$ cat src/design/rvdec_pkg.sv
// Shared types and encodings for the RV64I instruction decoder.
`default_nettype none

package rvdec_pkg;

   localparam int INSTR_WIDTH = 32;
   localparam int OP_WIDTH    = 6;
   localparam int REG_WIDTH   = 5;
   localparam int SHAMT_WIDTH = 6;
   localparam int CSR_WIDTH   = 12;
   localparam int IMM_WIDTH   = 21;
   localparam int RSP_DATA_WIDTH = 64;

   // Dense operation numbers, in the order of the supported instruction list.
   typedef enum logic [OP_WIDTH-1:0] {
      OP_LUI, OP_AUIPC, OP_JAL, OP_JALR, OP_BEQ, OP_BNE, OP_BLT, OP_BGE, OP_BLTU, OP_BGEU,
      OP_LB, OP_LH, OP_LW, OP_LBU, OP_LHU, OP_LWU, OP_LD, OP_SB, OP_SH, OP_SW,
      OP_SD, OP_ADDI, OP_SLTI, OP_SLTIU, OP_XORI, OP_ORI, OP_ANDI, OP_SLLI, OP_SRLI, OP_SRAI,
      OP_ADD, OP_SUB, OP_SLL, OP_SLT, OP_SLTU, OP_XOR, OP_SRL, OP_SRA, OP_OR, OP_AND,
      OP_FENCE, OP_CSRRW, OP_CSRRS, OP_CSRRC, OP_CSRRWI, OP_CSRRSI, OP_CSRRCI, OP_ECALL,
      OP_EBREAK, OP_SRET,
      OP_MRET, OP_ADDIW, OP_SLLIW, OP_SRLIW, OP_SRAIW, OP_ADDW, OP_SUBW, OP_SLLW, OP_SRLW,
      OP_SRAW
   } rvdec_op_type;

   typedef struct packed {
      rvdec_op_type                op_code;
      logic                        unsupported;
      logic [REG_WIDTH-1:0]        dest_reg;
      logic [REG_WIDTH-1:0]        src1_reg;
      logic [REG_WIDTH-1:0]        src2_reg;
      logic [SHAMT_WIDTH-1:0]      shift_amount;
      logic [CSR_WIDTH-1:0]        csr_index;
      logic signed [IMM_WIDTH-1:0] immediate;
   } rvdec_result_type;

endpackage

`default_nettype wire

$ cat src/design/rvdec_decode.sv
// Combinational decode of one instruction word into an operation and its fields.
`default_nettype none

module rvdec_decode (
   input  wire logic [rvdec_pkg::INSTR_WIDTH-1:0] instr,
   output rvdec_pkg::rvdec_result_type           result
);
   import rvdec_pkg::*;

   localparam logic [6:0] OPC_LUI     = 7'b0110111;
   localparam logic [6:0] OPC_AUIPC   = 7'b0010111;
   localparam logic [6:0] OPC_JAL     = 7'b1101111;
   localparam logic [6:0] OPC_JALR    = 7'b1100111;
   localparam logic [6:0] OPC_BRANCH  = 7'b1100011;
   localparam logic [6:0] OPC_LOAD    = 7'b0000011;
   localparam logic [6:0] OPC_STORE   = 7'b0100011;
   localparam logic [6:0] OPC_OPIMM   = 7'b0010011;
   localparam logic [6:0] OPC_OP      = 7'b0110011;
   localparam logic [6:0] OPC_MISCMEM = 7'b0001111;
   localparam logic [6:0] OPC_SYSTEM  = 7'b1110011;
   localparam logic [6:0] OPC_OPIMM32 = 7'b0011011;
   localparam logic [6:0] OPC_OP32    = 7'b0111011;

   // Arithmetic funct3 codes (OP, OP-IMM and their 32-bit forms).
   localparam logic [2:0] F3_ADD  = 3'b000;
   localparam logic [2:0] F3_SLL  = 3'b001;
   localparam logic [2:0] F3_SLT  = 3'b010;
   localparam logic [2:0] F3_SLTU = 3'b011;
   localparam logic [2:0] F3_XOR  = 3'b100;
   localparam logic [2:0] F3_SRL  = 3'b101;
   localparam logic [2:0] F3_OR   = 3'b110;
   localparam logic [2:0] F3_AND  = 3'b111;

   localparam logic [2:0] F3_BEQ  = 3'b000;
   localparam logic [2:0] F3_BNE  = 3'b001;
   localparam logic [2:0] F3_BLT  = 3'b100;
   localparam logic [2:0] F3_BGE  = 3'b101;
   localparam logic [2:0] F3_BLTU = 3'b110;
   localparam logic [2:0] F3_BGEU = 3'b111;

   localparam logic [2:0] F3_B    = 3'b000;
   localparam logic [2:0] F3_H    = 3'b001;
   localparam logic [2:0] F3_W    = 3'b010;
   localparam logic [2:0] F3_D    = 3'b011;
   localparam logic [2:0] F3_BU   = 3'b100;
   localparam logic [2:0] F3_HU   = 3'b101;
   localparam logic [2:0] F3_WU   = 3'b110;

   localparam logic [2:0] F3_PRIV   = 3'b000;
   localparam logic [2:0] F3_CSRRW  = 3'b001;
   localparam logic [2:0] F3_CSRRS  = 3'b010;
   localparam logic [2:0] F3_CSRRC  = 3'b011;
   localparam logic [2:0] F3_CSRRWI = 3'b101;
   localparam logic [2:0] F3_CSRRSI = 3'b110;
   localparam logic [2:0] F3_CSRRCI = 3'b111;

   localparam logic [2:0] F3_FENCE  = 3'b000;
   localparam logic [2:0] F3_FENCEI = 3'b001;

   localparam logic [6:0] F7_BASE = 7'b0000000;
   localparam logic [6:0] F7_ALT  = 7'b0100000;
   localparam logic [5:0] F6_BASE = 6'b000000;
   localparam logic [5:0] F6_ALT  = 6'b010000;

   localparam logic [11:0] SYS_ECALL  = 12'h000;
   localparam logic [11:0] SYS_EBREAK = 12'h001;
   localparam logic [11:0] SYS_SRET   = 12'h102;
   localparam logic [11:0] SYS_MRET   = 12'h302;

   logic [6:0]           opc;
   logic [2:0]           f3;
   logic [5:0]           f6;
   logic [6:0]           f7;
   logic [11:0]          hi12;
   logic [IMM_WIDTH-1:0] imm_i;
   logic [IMM_WIDTH-1:0] imm_s;
   logic [IMM_WIDTH-1:0] imm_b;
   logic [IMM_WIDTH-1:0] imm_u;
   logic [IMM_WIDTH-1:0] imm_j;
   rvdec_op_type         op;
   logic                 bad;
   logic [IMM_WIDTH-1:0] imm;

   assign opc  = instr[6:0];
   assign f3   = instr[14:12];
   assign f6   = instr[31:26];
   assign f7   = instr[31:25];
   assign hi12 = instr[31:20];

   assign imm_i = {{9{instr[31]}}, instr[31:20]};
   assign imm_s = {{9{instr[31]}}, instr[31:25], instr[11:7]};
   assign imm_b = {{8{instr[31]}}, instr[31], instr[7], instr[30:25], instr[11:8], 1'b0};
   assign imm_u = {instr[31], instr[31:12]};
   assign imm_j = {instr[31], instr[19:12], instr[20], instr[30:21], 1'b0};

   always_comb begin
      op  = OP_LUI;
      bad = 1'b1;
      imm = '0;
      case (opc)
         OPC_LUI: begin
            op = OP_LUI; bad = 1'b0; imm = imm_u;
         end
         OPC_AUIPC: begin
            op = OP_AUIPC; bad = 1'b0; imm = imm_u;
         end
         OPC_JAL: begin
            op = OP_JAL; bad = 1'b0; imm = imm_j;
         end
         OPC_JALR: begin
            imm = imm_i;
            if (f3 == F3_ADD) begin
               op = OP_JALR; bad = 1'b0;
            end
         end
         OPC_BRANCH: begin
            imm = imm_b;
            bad = 1'b0;
            case (f3)
               F3_BEQ:  op = OP_BEQ;
               F3_BNE:  op = OP_BNE;
               F3_BLT:  op = OP_BLT;
               F3_BGE:  op = OP_BGE;
               F3_BLTU: op = OP_BLTU;
               F3_BGEU: op = OP_BGEU;
               default: bad = 1'b1;
            endcase
         end
         OPC_LOAD: begin
            imm = imm_i;
            bad = 1'b0;
            case (f3)
               F3_B:    op = OP_LB;
               F3_H:    op = OP_LH;
               F3_W:    op = OP_LW;
               F3_D:    op = OP_LD;
               F3_BU:   op = OP_LBU;
               F3_HU:   op = OP_LHU;
               F3_WU:   op = OP_LWU;
               default: bad = 1'b1;
            endcase
         end
         OPC_STORE: begin
            imm = imm_s;
            bad = 1'b0;
            case (f3)
               F3_B:    op = OP_SB;
               F3_H:    op = OP_SH;
               F3_W:    op = OP_SW;
               F3_D:    op = OP_SD;
               default: bad = 1'b1;
            endcase
         end
         OPC_OPIMM: begin
            imm = imm_i;
            bad = 1'b0;
            case (f3)
               F3_ADD:  op = OP_ADDI;
               F3_SLT:  op = OP_SLTI;
               F3_SLTU: op = OP_SLTIU;
               F3_XOR:  op = OP_XORI;
               F3_OR:   op = OP_ORI;
               F3_AND:  op = OP_ANDI;
               F3_SLL: begin
                  op  = OP_SLLI;
                  bad = (f6 != F6_BASE);
               end
               F3_SRL: begin
                  if (f6 == F6_BASE) op = OP_SRLI;
                  else if (f6 == F6_ALT) op = OP_SRAI;
                  else bad = 1'b1;
               end
               default: bad = 1'b1;
            endcase
         end
         OPC_OP: begin
            bad = 1'b0;
            if (f7 == F7_BASE) begin
               case (f3)
                  F3_ADD:  op = OP_ADD;
                  F3_SLL:  op = OP_SLL;
                  F3_SLT:  op = OP_SLT;
                  F3_SLTU: op = OP_SLTU;
                  F3_XOR:  op = OP_XOR;
                  F3_SRL:  op = OP_SRL;
                  F3_OR:   op = OP_OR;
                  F3_AND:  op = OP_AND;
                  default: bad = 1'b1;
               endcase
            end else if (f7 == F7_ALT && f3 == F3_ADD) begin
               op = OP_SUB;
            end else if (f7 == F7_ALT && f3 == F3_SRL) begin
               op = OP_SRA;
            end else begin
               bad = 1'b1;
            end
         end
         OPC_MISCMEM: begin
            if (f3 == F3_FENCE || f3 == F3_FENCEI) begin
               op = OP_FENCE; bad = 1'b0;
            end
         end
         OPC_SYSTEM: begin
            bad = 1'b0;
            case (f3)
               F3_CSRRW:  op = OP_CSRRW;
               F3_CSRRS:  op = OP_CSRRS;
               F3_CSRRC:  op = OP_CSRRC;
               F3_CSRRWI: op = OP_CSRRWI;
               F3_CSRRSI: op = OP_CSRRSI;
               F3_CSRRCI: op = OP_CSRRCI;
               F3_PRIV: begin
                  // Trap and return operations are told apart by the upper twelve bits.
                  if (hi12 == SYS_ECALL) op = OP_ECALL;
                  else if (hi12 == SYS_EBREAK) op = OP_EBREAK;
                  else if (hi12 == SYS_SRET) op = OP_SRET;
                  else if (hi12 == SYS_MRET) op = OP_MRET;
                  else bad = 1'b1;
               end
               default: bad = 1'b1;
            endcase
         end
         OPC_OPIMM32: begin
            imm = imm_i;
            bad = 1'b0;
            if (f3 == F3_ADD) op = OP_ADDIW;
            else if (f3 == F3_SLL && f7 == F7_BASE) op = OP_SLLIW;
            else if (f3 == F3_SRL && f7 == F7_BASE) op = OP_SRLIW;
            else if (f3 == F3_SRL && f7 == F7_ALT) op = OP_SRAIW;
            else bad = 1'b1;
         end
         OPC_OP32: begin
            bad = 1'b0;
            if (f7 == F7_BASE && f3 == F3_ADD) op = OP_ADDW;
            else if (f7 == F7_ALT && f3 == F3_ADD) op = OP_SUBW;
            else if (f7 == F7_BASE && f3 == F3_SLL) op = OP_SLLW;
            else if (f7 == F7_BASE && f3 == F3_SRL) op = OP_SRLW;
            else if (f7 == F7_ALT && f3 == F3_SRL) op = OP_SRAW;
            else bad = 1'b1;
         end
         default: bad = 1'b1;
      endcase

      // An unsupported word reports operation zero and no immediate.
      if (bad) begin
         op  = OP_LUI;
         imm = '0;
      end
   end

   always_comb begin
      result.op_code      = op;
      result.unsupported  = bad;
      result.dest_reg     = instr[11:7];
      result.src1_reg     = instr[19:15];
      result.src2_reg     = instr[24:20];
      result.shift_amount = instr[25:20];
      result.csr_index    = hi12;
      result.immediate    = imm;
   end

endmodule

`default_nettype wire

$ cat src/design/rv64i_instruction_decoder.sv
// An accepted req beat goes through the input register, then the result register.
// Throughput: one instruction per cycle while rsp_tready is high; an input register
// feeds the decode logic, whose outcome lands in a result register that holds while
// rsp_tready is low. Reset: synchronous, active high; clears both stage valid flags.
// No beat is left in flight. Ready is combinational from rsp_tready through both stages.
`default_nettype none

module rv64i_instruction_decoder (
   input  wire logic                                 clock,
   input  wire logic                                 reset,
   input  wire logic                                 req_tvalid,
   output logic                                      req_tready,
   // instr_word[31:0]
   input  wire logic [rvdec_pkg::INSTR_WIDTH-1:0]    req_tdata,
   output logic                                      rsp_tvalid,
   input  wire logic                                 rsp_tready,
   // op_code[5:0], dest_reg[10:6], src1_reg[15:11], src2_reg[20:16],
   // shift_amount[26:21], csr_index[38:27], immediate[59:39], zero[63:60]
   output logic [rvdec_pkg::RSP_DATA_WIDTH-1:0]      rsp_tdata,
   // unsupported[0]
   output logic                                      rsp_tuser
);
   import rvdec_pkg::*;

   logic                   in_valid_ff;
   logic                   in_valid_in;
   logic [INSTR_WIDTH-1:0] instr_ff;
   logic                   out_valid_ff;
   logic                   out_valid_in;
   rvdec_result_type       result_ff;
   rvdec_result_type       decoded;
   logic                   out_load;
   logic                   in_load;

   rvdec_decode u_decode (
      .instr  (instr_ff),
      .result (decoded)
   );

   // The result register takes a new beat when it is empty or being drained.
   assign out_load   = !out_valid_ff || rsp_tready;
   assign req_tready = !in_valid_ff || out_load;
   assign in_load    = req_tvalid && req_tready;

   always_comb begin
      in_valid_in  = in_valid_ff;
      out_valid_in = out_valid_ff;
      if (out_load) begin
         out_valid_in = in_valid_ff;
      end
      if (req_tready) begin
         in_valid_in = req_tvalid;
      end
   end

   always_ff @(posedge clock) begin
      if (reset) begin
         in_valid_ff  <= 1'b0;
         out_valid_ff <= 1'b0;
      end else begin
         in_valid_ff  <= in_valid_in;
         out_valid_ff <= out_valid_in;
      end
   end

   always_ff @(posedge clock) begin
      if (in_load) begin
         instr_ff <= req_tdata;
      end
      if (out_load && in_valid_ff) begin
         result_ff <= decoded;
      end
   end

   assign rsp_tvalid = out_valid_ff;
   assign rsp_tuser  = result_ff.unsupported;
   assign rsp_tdata  = {4'b0000,
                        result_ff.immediate,
                        result_ff.csr_index,
                        result_ff.shift_amount,
                        result_ff.src2_reg,
                        result_ff.src1_reg,
                        result_ff.dest_reg,
                        result_ff.op_code};

endmodule

`default_nettype wire

$ cat config.mk
export PLATFORM = sky130hd
export DESIGN_NAME = rv64i_instruction_decoder
export DESIGN_NICKNAME = d
export VERILOG_FILES = /design/src/design/rvdec_pkg.sv /design/src/design/rvdec_decode.sv /design/src/design/rv64i_instruction_decoder.sv
export SDC_FILE = /design/constraint.sdc
export NUM_CORES = 1
export LEC_CHECK = 0
export ABC_AREA = 1
export BUFFER_PORTS_ARGS = -buffer_cell sky130_fd_sc_hd__buf_4
export CORE_UTILIZATION = 59
export DETAILED_ROUTE_END_ITERATION = 16
export PLACE_DENSITY = 0.95
export SKIP_LAST_GASP = 1
export SYNTH_ARGS = -nofsm -noshare
export SYNTH_HDL_FRONTEND = slang
export SYNTH_SLANG_ARGS = --single-unit
export TNS_END_PERCENT = 20
$ cat constraint.sdc
create_clock -name clock -period 5.5 [get_ports clock]
set_clock_uncertainty 0.1 [all_clocks]
set_input_delay 0.825 -clock clock [delete_from_list [all_inputs] [get_ports clock]]
set_output_delay 0.825 -clock clock [all_outputs]
set_load 0.005 [all_outputs]
==> key figures, run 1 <==
Logic synthesis
  • Cell accounting for the most synthesized area: edfxtp_1
  • Synthesized instance count: 483
  • EDFF count, synth: 82
  • Sequential element share of the synthesized area: 56.58%
  • Prevailing post-synth register cell: edfxtp_1
  • Library cells used by synthesis: 39
  • Synth warn: 0
  • Synth area leaders: edfxtp_1, nand2_1, nor2_1
  • Mean Syn Cell Area: 9.523 um^2
  • Post-Synthesis Cell Area: between 0.004 and 0.005 mm^2
  • FFs w/ async S/R, synth: 0%
  • Post-synth top area share: a little over half
  • Post-synthesis register bit count: 89

Drt
  • DR WL/cell: 17.74 um
  • Detailed Route WL: 12.01 mm
  • Vias: 3,854
  • Detail Route Antenna Nets: 0
  • TritonRoute pass-1 iters: 6
  • Drt drc: 0
  • Vias per cell: 5.693
  • Drt initial violations: 240

Critical path
  • Max incr delay on CP: a little under 0.5 ns
  • CP max FO: 21
  • Reg2Reg Depth: 7
  • Crit path launch: instr_ff[3]$_DFFE_PP_
  • Crit path max-delay family: simple AND/OR/NAND/NOR gates
  • Worst reg2reg path startpoint: instr_ff[3]$_DFFE_PP_
  • Endpoint class of the critical path: flip-flop
  • CP Class: flip-flop to flip-flop
  • Slowest-stage cell, CP: nand3_1
  • CP arrival: 2.69 ns
  • Buf/Inv on CP: 1
  • Critical-path cell list: inv_2 > nand2_1 > nor2_1 > nand3_1 > nand4_1 > nand3_4 > nor2_2
  • Setup slack, reg-to-reg: roughly 2.9 ns
  • Reg2Reg Capture Point: rsp_tdata[52]$_SDFFCE_PP0P_
  • Critical path required time: around 5.6 ns
  • CP startpoint kind: flip-flop

Clock tree
  • H-tree depth: 3
  • CTS Buf Count: 9
  • Clk sinks: just under 90
  • Setup bufs post-CTS: 0
  • Register clock-pin slew on the reported worst setup and hold paths: 0.09 ns
  • Hold-fix buffers, CTS: 0
  • Clk root buf: clkbuf_8
  • Clock latency at the later pin of the worst-skew pair: 0.36 ns
  • Resize count post-CTS: 0
  • CTS tree: built
  • Clock buffer depth: 2

Hold path
  • WHS Path Cells: 0
  • Hold EP: rsp_tdata[7]$_DFFE_PP_
  • Worst Hold Class: flip-flop to flip-flop
  • Critical hold path startpoint: instr_ff[8]$_DFFE_PP_

Floorplanning
  • Die ar.: 0.008152 mm^2
  • Core Area: 0.007408 mm^2
  • # IOs: 103
  • DIE WIDTH: 90.29 um
  • Die height: 90.29 um
  • Site Rows: 31
  • Initial Util: 62.08%

STA
  • Final hold violation count: 0
  • Final critical-path share of the clock period: 47.05%
  • RSZ-0062 raised after global routing: false
  • Minimum clock period after layout: ~2.6 ns
  • Final setup TNS: 0 ns
  • Fin worst setup slack: 2.912 ns
  • Least-Margin Pin Slew: roughly 1.3 ns
  • Worst hold margin: 0.3649 ns
  • Fmax: approximately 390 MHz
  • Worst slew margin: 14.87%
  • Setup-failing EPs final: 0
  • Final slew viol count: 0

Job
  • Max-cap violation count: 0

Global routing
  • Largest net degree at the start of global routing: just over 50
  • First-pass GRT wire length: approximately 19 mm
  • Initial antenna violation count: 0
  • Gr ovfl total: 0
  • Vias in the first global route: ~3,700
  • Total GRT Usage: a little under a third

Cells and area
  • Share of post-route cells with drive strength above 1: 30.10%
  • Finished Layout Cells: 677
  • Synth-to-layout area growth: 19.56%
  • Diode count: 0
  • # nets final: 613

Outcome
  • Outcome: completed

Place
  • IO Port Bufs: 98
  • Placed cells: roughly 660
  • Dpl ws: 2.777 ns
  • HPWL after detailed placement: 9.065 mm
  • RD Place Congestion: 0.8812

Pwr
  • Peak supply drop: roughly 190 uV
  • LEAKAGE: 0.002347 uW
  • PD cells: 245.3 mW/mm^2
-- metal layers --
metal | GRT usage [%] | part of all wire, % | vias up
li1 | - | - | 1795
met1 | 39.03 | 40 | 1803
met2 | 52.61 | 50 | 219
met3 | 4.966 | 6.4 | 37
met4 | 13.31 | 3.6 | 0
met5 | 0 | 0 | -
-- synth_stat cells, types with 3 or more instances --
master    instances
a21oi_1          17
a22oi_1           6
buf_4            17
buf_6             3
dfxtp_1           7
edfxtp_1         82
ha_1              4
inv_1            33
inv_2            14
nand2_1         104
nand2_2           4
nand3_1          38
nand4_1           7
nor2_1           55
nor2_2           28
nor2_4            3
nor3_1            9
o211ai_1          3
o21ai_0          20
o21ai_1           3
o22ai_1           4
-- final cells by class --
type,count,area (um^2)
fill,516,1909
timing repair buffer,99,743.2
clock buffer,9,123.9
multi-input combinational,326,1663
inverter,48,181.4
clock inverter,7,61.31
tap,99,123.9
sequential,89,2603
-- power by group --
group | internal (uW) | leakage, uW | total [uW] | switching (uW)
sequential | 775 | 0.000869 | 801 | 26.6
combinational | 52.5 | 0.00138 | 128 | 75.9
clock | 173 | 0.0000940 | 419 | 246
-- flip-flops by register name, summed over array words and instances, names as in the netlist, named ones only --
name	flops
instr_ff	32
in_valid_ff	1
rsp_tuser	1
rsp_tvalid	1
rsp_tdata	49
-- worst max path at each step --
| stage | to | depth (start not counted) |
|---|---|---|
| global placement | instr_ff[17]$_DFFE_PP_ | 5 |
| detailed placement | instr_ff[18]$_DFFE_PP_ | 5 |
| CTS | rsp_tdata[52]$_SDFFCE_PP0P_ | 7 |
| floorplan | rsp_tdata[0]$_SDFFCE_PP0P_ | 2 |
| global route | rsp_tdata[59]$_SDFFCE_PP0P_ | 7 |
| finish | rsp_tdata[52]$_SDFFCE_PP0P_ | 7 |
-- cells by family after synthesis --
logic type | share of synthesized area, %
AND/OR/NAND/NOR | 26.82
flip-flops | 56.58
buffers and inverters | 7.753
AO/OA/AOI/OAI | 7.454
adder cells (fa/ha/maj) | 1.088
multiplexers | 0.2176
other | 0.08153
-- cell usage in the layout (no fill, tap or decap), drive strengths merged, types with 2 or more instances in the layout --
cell,synthesis,final
clkinv,1,3
nor2,87,87
ha,4,4
o211ai,3,3
nor3,10,10
buf,22,99
o21ai,23,23
a21oi,18,18
dfxtp,7,7
nand3,42,42
conb,1,4
nand4,7,7
edfxtp,82,82
o221ai,2,2
nand2,109,109
a22oi,6,6
clkbuf,1,9
inv,47,51
o22ai,4,4
-- metrics by stage --
step | util (%) | instance area [um^2] | power (uW)
2_1_floorplan | - | 4611 | 880.3
4_1_cts | 74.23 | 5499 | 1349
6_report | 74.23 | 5499 | 1349
3_3_place_gp | 71.73 | 5314 | 937.0
3_5_place_dp | 71.73 | 5314 | 942.5
5_1_grt | 74.23 | 5499 | 1388
(Power assumes the default switching activity.)
==> run 2, diff against run 1 <==
--- a/config.mk
+++ b/config.mk
@@ -5,11 +5,11 @@
 export SDC_FILE = /design/constraint.sdc
 export NUM_CORES = 1
 export LEC_CHECK = 0
-export ABC_AREA = 1
+export ABC_AREA = 0
 export BUFFER_PORTS_ARGS = -buffer_cell sky130_fd_sc_hd__buf_4
-export CORE_UTILIZATION = 59
+export CORE_UTILIZATION = 54
 export DETAILED_ROUTE_END_ITERATION = 16
-export PLACE_DENSITY = 0.95
+export PLACE_DENSITY = 0.89
 export SKIP_LAST_GASP = 1
 export SYNTH_ARGS = -nofsm -noshare
 export SYNTH_HDL_FRONTEND = slang
==> constraint.sdc (replaced) <==
create_clock -name clock -period 2.5 [get_ports clock]
set_clock_uncertainty 0.1 [all_clocks]
set_input_delay 0.375 -clock clock [delete_from_list [all_inputs] [get_ports clock]]
set_output_delay 0.375 -clock clock [all_outputs]
set_load 0.005 [all_outputs]
==> key figures, run 2 <==
Outcome
  • Outcome: completed (unchanged)

Critical path
  • CP max FO: 22 (was 21)
  • Slowest-stage cell, CP: edfxtp_1 (was nand3_1)
  • CP startpoint kind: flip-flop (unchanged)
  • CP Class: flip-flop to flip-flop (unchanged)
  • CP arrival: 2.45 ns (was 2.69 ns)
  • Critical path required time: 2.51 ns (was 5.60 ns)
  • Max incr delay on CP: 0.59 ns (was 0.49 ns)
  • Critical-path cell list: or3_1 > nor4_1 > a31oi_1 > nor4bb_2 > nand3_2 > buf_12 > or2_1 (was inv_2 > nand2_1 > nor2_1 > nand3_1 > nand4_1 > nand3_4 > nor2_2)
  • Endpoint class of the critical path: flip-flop (unchanged)

Logic synthesis
  • Commonest cells in the netlist: edfxtp_1, a21oi_1, nor2_1, buf_4, nand2_1 (was nand2_1, edfxtp_1, nor2_1, nand3_1, inv_1)
  • Post-synth top area share: 54.58% (was 53.54%)
  • Synthesized instance count: 387 (was 483)
  • Mean Syn Cell Area: 11.66 um^2 (was 9.523 um^2)
  • Library cells used by synthesis: 67 (was 39)
  • Prevailing post-synth register cell: edfxtp_1 (unchanged)
  • Post-Synthesis Cell Area: 0.004512 mm^2 (was 0.004599 mm^2)
  • Synth warn: 0 (unchanged)
  • Cell accounting for the most synthesized area: edfxtp_1 (unchanged)
  • Sequential element share of the synthesized area: 57.68% (was 56.58%)
  • Post-synthesis register bit count: 89 (unchanged)
  • EDFF count, synth: 82 (unchanged)
  • Count leader, synth: edfxtp_1 (was nand2_1)
  • Synth area leaders: edfxtp_1, buf_4, a21oi_1 (was edfxtp_1, nand2_1, nor2_1)
  • FFs w/ async S/R, synth: 0% (unchanged)

Global routing
  • Total GRT Usage: 30.72% (was 30.84%)
  • Vias in the first global route: 3,710 (was 3,718)
  • Gr ovfl total: 0 (unchanged)
  • First-pass GRT wire length: 19.89 mm (was 18.98 mm)
  • Initial antenna violation count: 0 (unchanged)
  • Largest net degree at the start of global routing: 51 (unchanged)

STA
  • RSZ-0062 raised after global routing: true (was false)
  • Setup-failing EPs final: 0 (unchanged)
  • Final slew viol count: 0 (unchanged)
  • Fmax: 410.1 MHz (was 386.4 MHz)
  • Final hold violation count: 0 (unchanged)
  • Worst hold margin: 0.07360 ns (was 0.3649 ns)
  • Final critical-path share of the clock period: 97.54% (was 47.05%)
  • Least-Margin Pin Slew: 0.5815 ns (was 1.275 ns)
  • Worst slew margin: 61.23% (was 14.87%)
  • Minimum clock period after layout: 2.439 ns (was 2.588 ns)

Hold path
  • Worst Hold Class: primary input to flip-flop (was flip-flop to flip-flop)

Floorplanning
  • # IOs: 103 (unchanged)
  • DIE WIDTH: 93.41 um (was 90.29 um)
  • Core Area: 0.007888 mm^2 (was 0.007408 mm^2)
  • Die ar.: 0.008724 mm^2 (was 0.008152 mm^2)
  • Die height: 93.41 um (was 90.29 um)
  • Site Rows: 32 (was 31)
  • Initial Util: 57.20% (was 62.08%)

Cells and area
  • Max reg flops: 49 (unchanged)
  • Share of post-route cells with drive strength above 1: 35.71% (was 30.10%)
  • Finished Layout Cells: 606 (was 677)
  • Synth-to-layout area growth: 26.32% (was 19.56%)
  • Diode count: 0 (unchanged)
  • # nets final: 539 (was 613)
  • Commonest non-fill, non-tap cells in the layout: buf_4, edfxtp_1, a21oi_1 (was nand2_1, buf_4, edfxtp_1)
  • Final core utilization: 72.26% (was 74.23%)
  • Cell area after layout: 0.005699 mm^2 (was 0.005499 mm^2)
  • Commonest non-fill, non-tap cell in the layout: buf_4 (was nand2_1)

Drt
  • Vias: 3,770 (was 3,854)
  • Drt initial violations: 379 (was 240)
  • Detail Route Antenna Nets: 0 (unchanged)
  • Drt drc: 0 (unchanged)
  • TritonRoute pass-1 iters: 5 (was 6)
  • Detailed Route WL: 12.94 mm (was 12.01 mm)
  • DR WL/cell: 21.36 um (was 17.74 um)
  • Vias per cell: 6.221 (was 5.693)

Place
  • Placed Area: 0.005495 mm^2 (was 0.005314 mm^2)
  • HPWL after detailed placement: 9.474 mm (was 9.065 mm)
  • Placed cells: 590 (was 661)
  • RD Place Congestion: 0.9206 (was 0.8812)
  • IO Port Bufs: 98 (unchanged)

Clock tree
  • Clk sinks: 89 (unchanged)
  • Clock buffer depth: 2 (unchanged)
  • Resize count post-CTS: 0 (unchanged)
  • Hold-fix buffers, CTS: 0 (unchanged)
  • CTS Buf Count: 9 (unchanged)
  • CTS tree: built (unchanged)
  • H-tree depth: 3 (unchanged)
  • Clk root buf: clkbuf_8 (unchanged)
  • Register clock-pin slew on the reported worst setup and hold paths: 0.09 ns (about the same)
  • Clock latency at the later pin of the worst-skew pair: 0.36 ns (about the same)
  • Setup bufs post-CTS: 0 (unchanged)

Pwr
  • LEAKAGE: 0.002183 uW (was 0.002347 uW)
  • PD cells: 563.3 mW/mm^2 (was 245.3 mW/mm^2)
  • Peak supply drop: 376.8 uV (was 192.5 uV)

Job
  • Max-cap violation count: 0 (unchanged)
run 2: cell types whose count changed in the layout (fill, tap and decap cells not counted), sizes merged, moves of 6 or more:
cell,delta
nand2,-90
nor2,-53
buf,+41
inv,-36
nand3,-31
a21oi,+11
a22oi,+8
mux2i,+6
nand2b,+6
nor2b,+6
o21ai,-6
run 2: power breakdown:
part	switching [uW]	internal [uW]	total [uW]
Sequential	57.3	1720	1770
Clock	542	477	1020
Combinational	219	197	416
run 2: kinds of logic (layout without fill, tap and decap cells):
kind of cell | after synthesis | after routing | share of synthesized area, %
AND/OR/NAND/NOR | 118 | 118 | 14.98
AO/OA/AOI/OAI | 109 | 109 | 16.50
flip-flops | 89 | 89 | 57.68
buffers and inverters | 54 | 168 | 7.127
multiplexers | 7 | 7 | 1.553
XOR/XNOR | 5 | 5 | 0.9708
adder cells (fa/ha/maj) | 4 | 4 | 1.109
other | 1 | 4 | 0.08311
run 2: worst paths after layout:
path / slack (ns) / start / cells after the start / to
setup reg to reg: 0.06 / instr_ff[5]$_DFFE_PP_ / 7 / rsp_tuser$_DFFE_PP_
hold / removal: 0.07 / reset / 2 / rsp_tvalid$_SDFFE_PP0P_
setup / recovery: 0.06 / instr_ff[5]$_DFFE_PP_ / 7 / rsp_tuser$_DFFE_PP_
hold reg to reg: 0.36 / instr_ff[10]$_DFFE_PP_ / 0 / rsp_tdata[9]$_DFFE_PP_
run 2: metrics by stage:
step           total power [uW]  setup slack (ns)  setup TNS, ns
4_1_cts                    3207           0.09177              0
2_1_floorplan              1996            0.1938              0
5_1_grt                    3300          -0.04285       -0.04285
3_5_place_dp               2217            0.1127              0
6_report                   3210           0.06143              0
3_3_place_gp               2206           0.04479              0
run 2: worst max-delay path: cells and delay by family (launching register included):
family | cells | cell delay (ns)
AOI/OAI and AO/OA | 1 | 0.16
buffers and inverters | 1 | 0.18
DFF | 1 | 0.59
and+or+nand+nor | 5 | 1.15
run 2: area by class of cell:
type / instances / area [um^2]
flip-flops and latches: 89 / 2603
fillers: 546 / 2188
multi-input cells: 247 / 1609
repair buffers: 140 / 1114
clock buffers: 10 / 127.6
well taps: 102 / 127.6
clock inverters: 6 / 73.82
inverters: 12 / 45.04
run 2: metal layers:
metal / routed length [um] / up-vias / part of all wire (%) / GRT usage, %
met2: 6371 / 271 / 49 / 50.80
met3: 1321 / 38 / 10 / 7.073
met1: 4918 / 1777 / 38 / 39.62
met4: 331 / 0 / 2.6 / 11.03
met5: 0 / - / 0 / 0
li1: - / 1684 / - / -
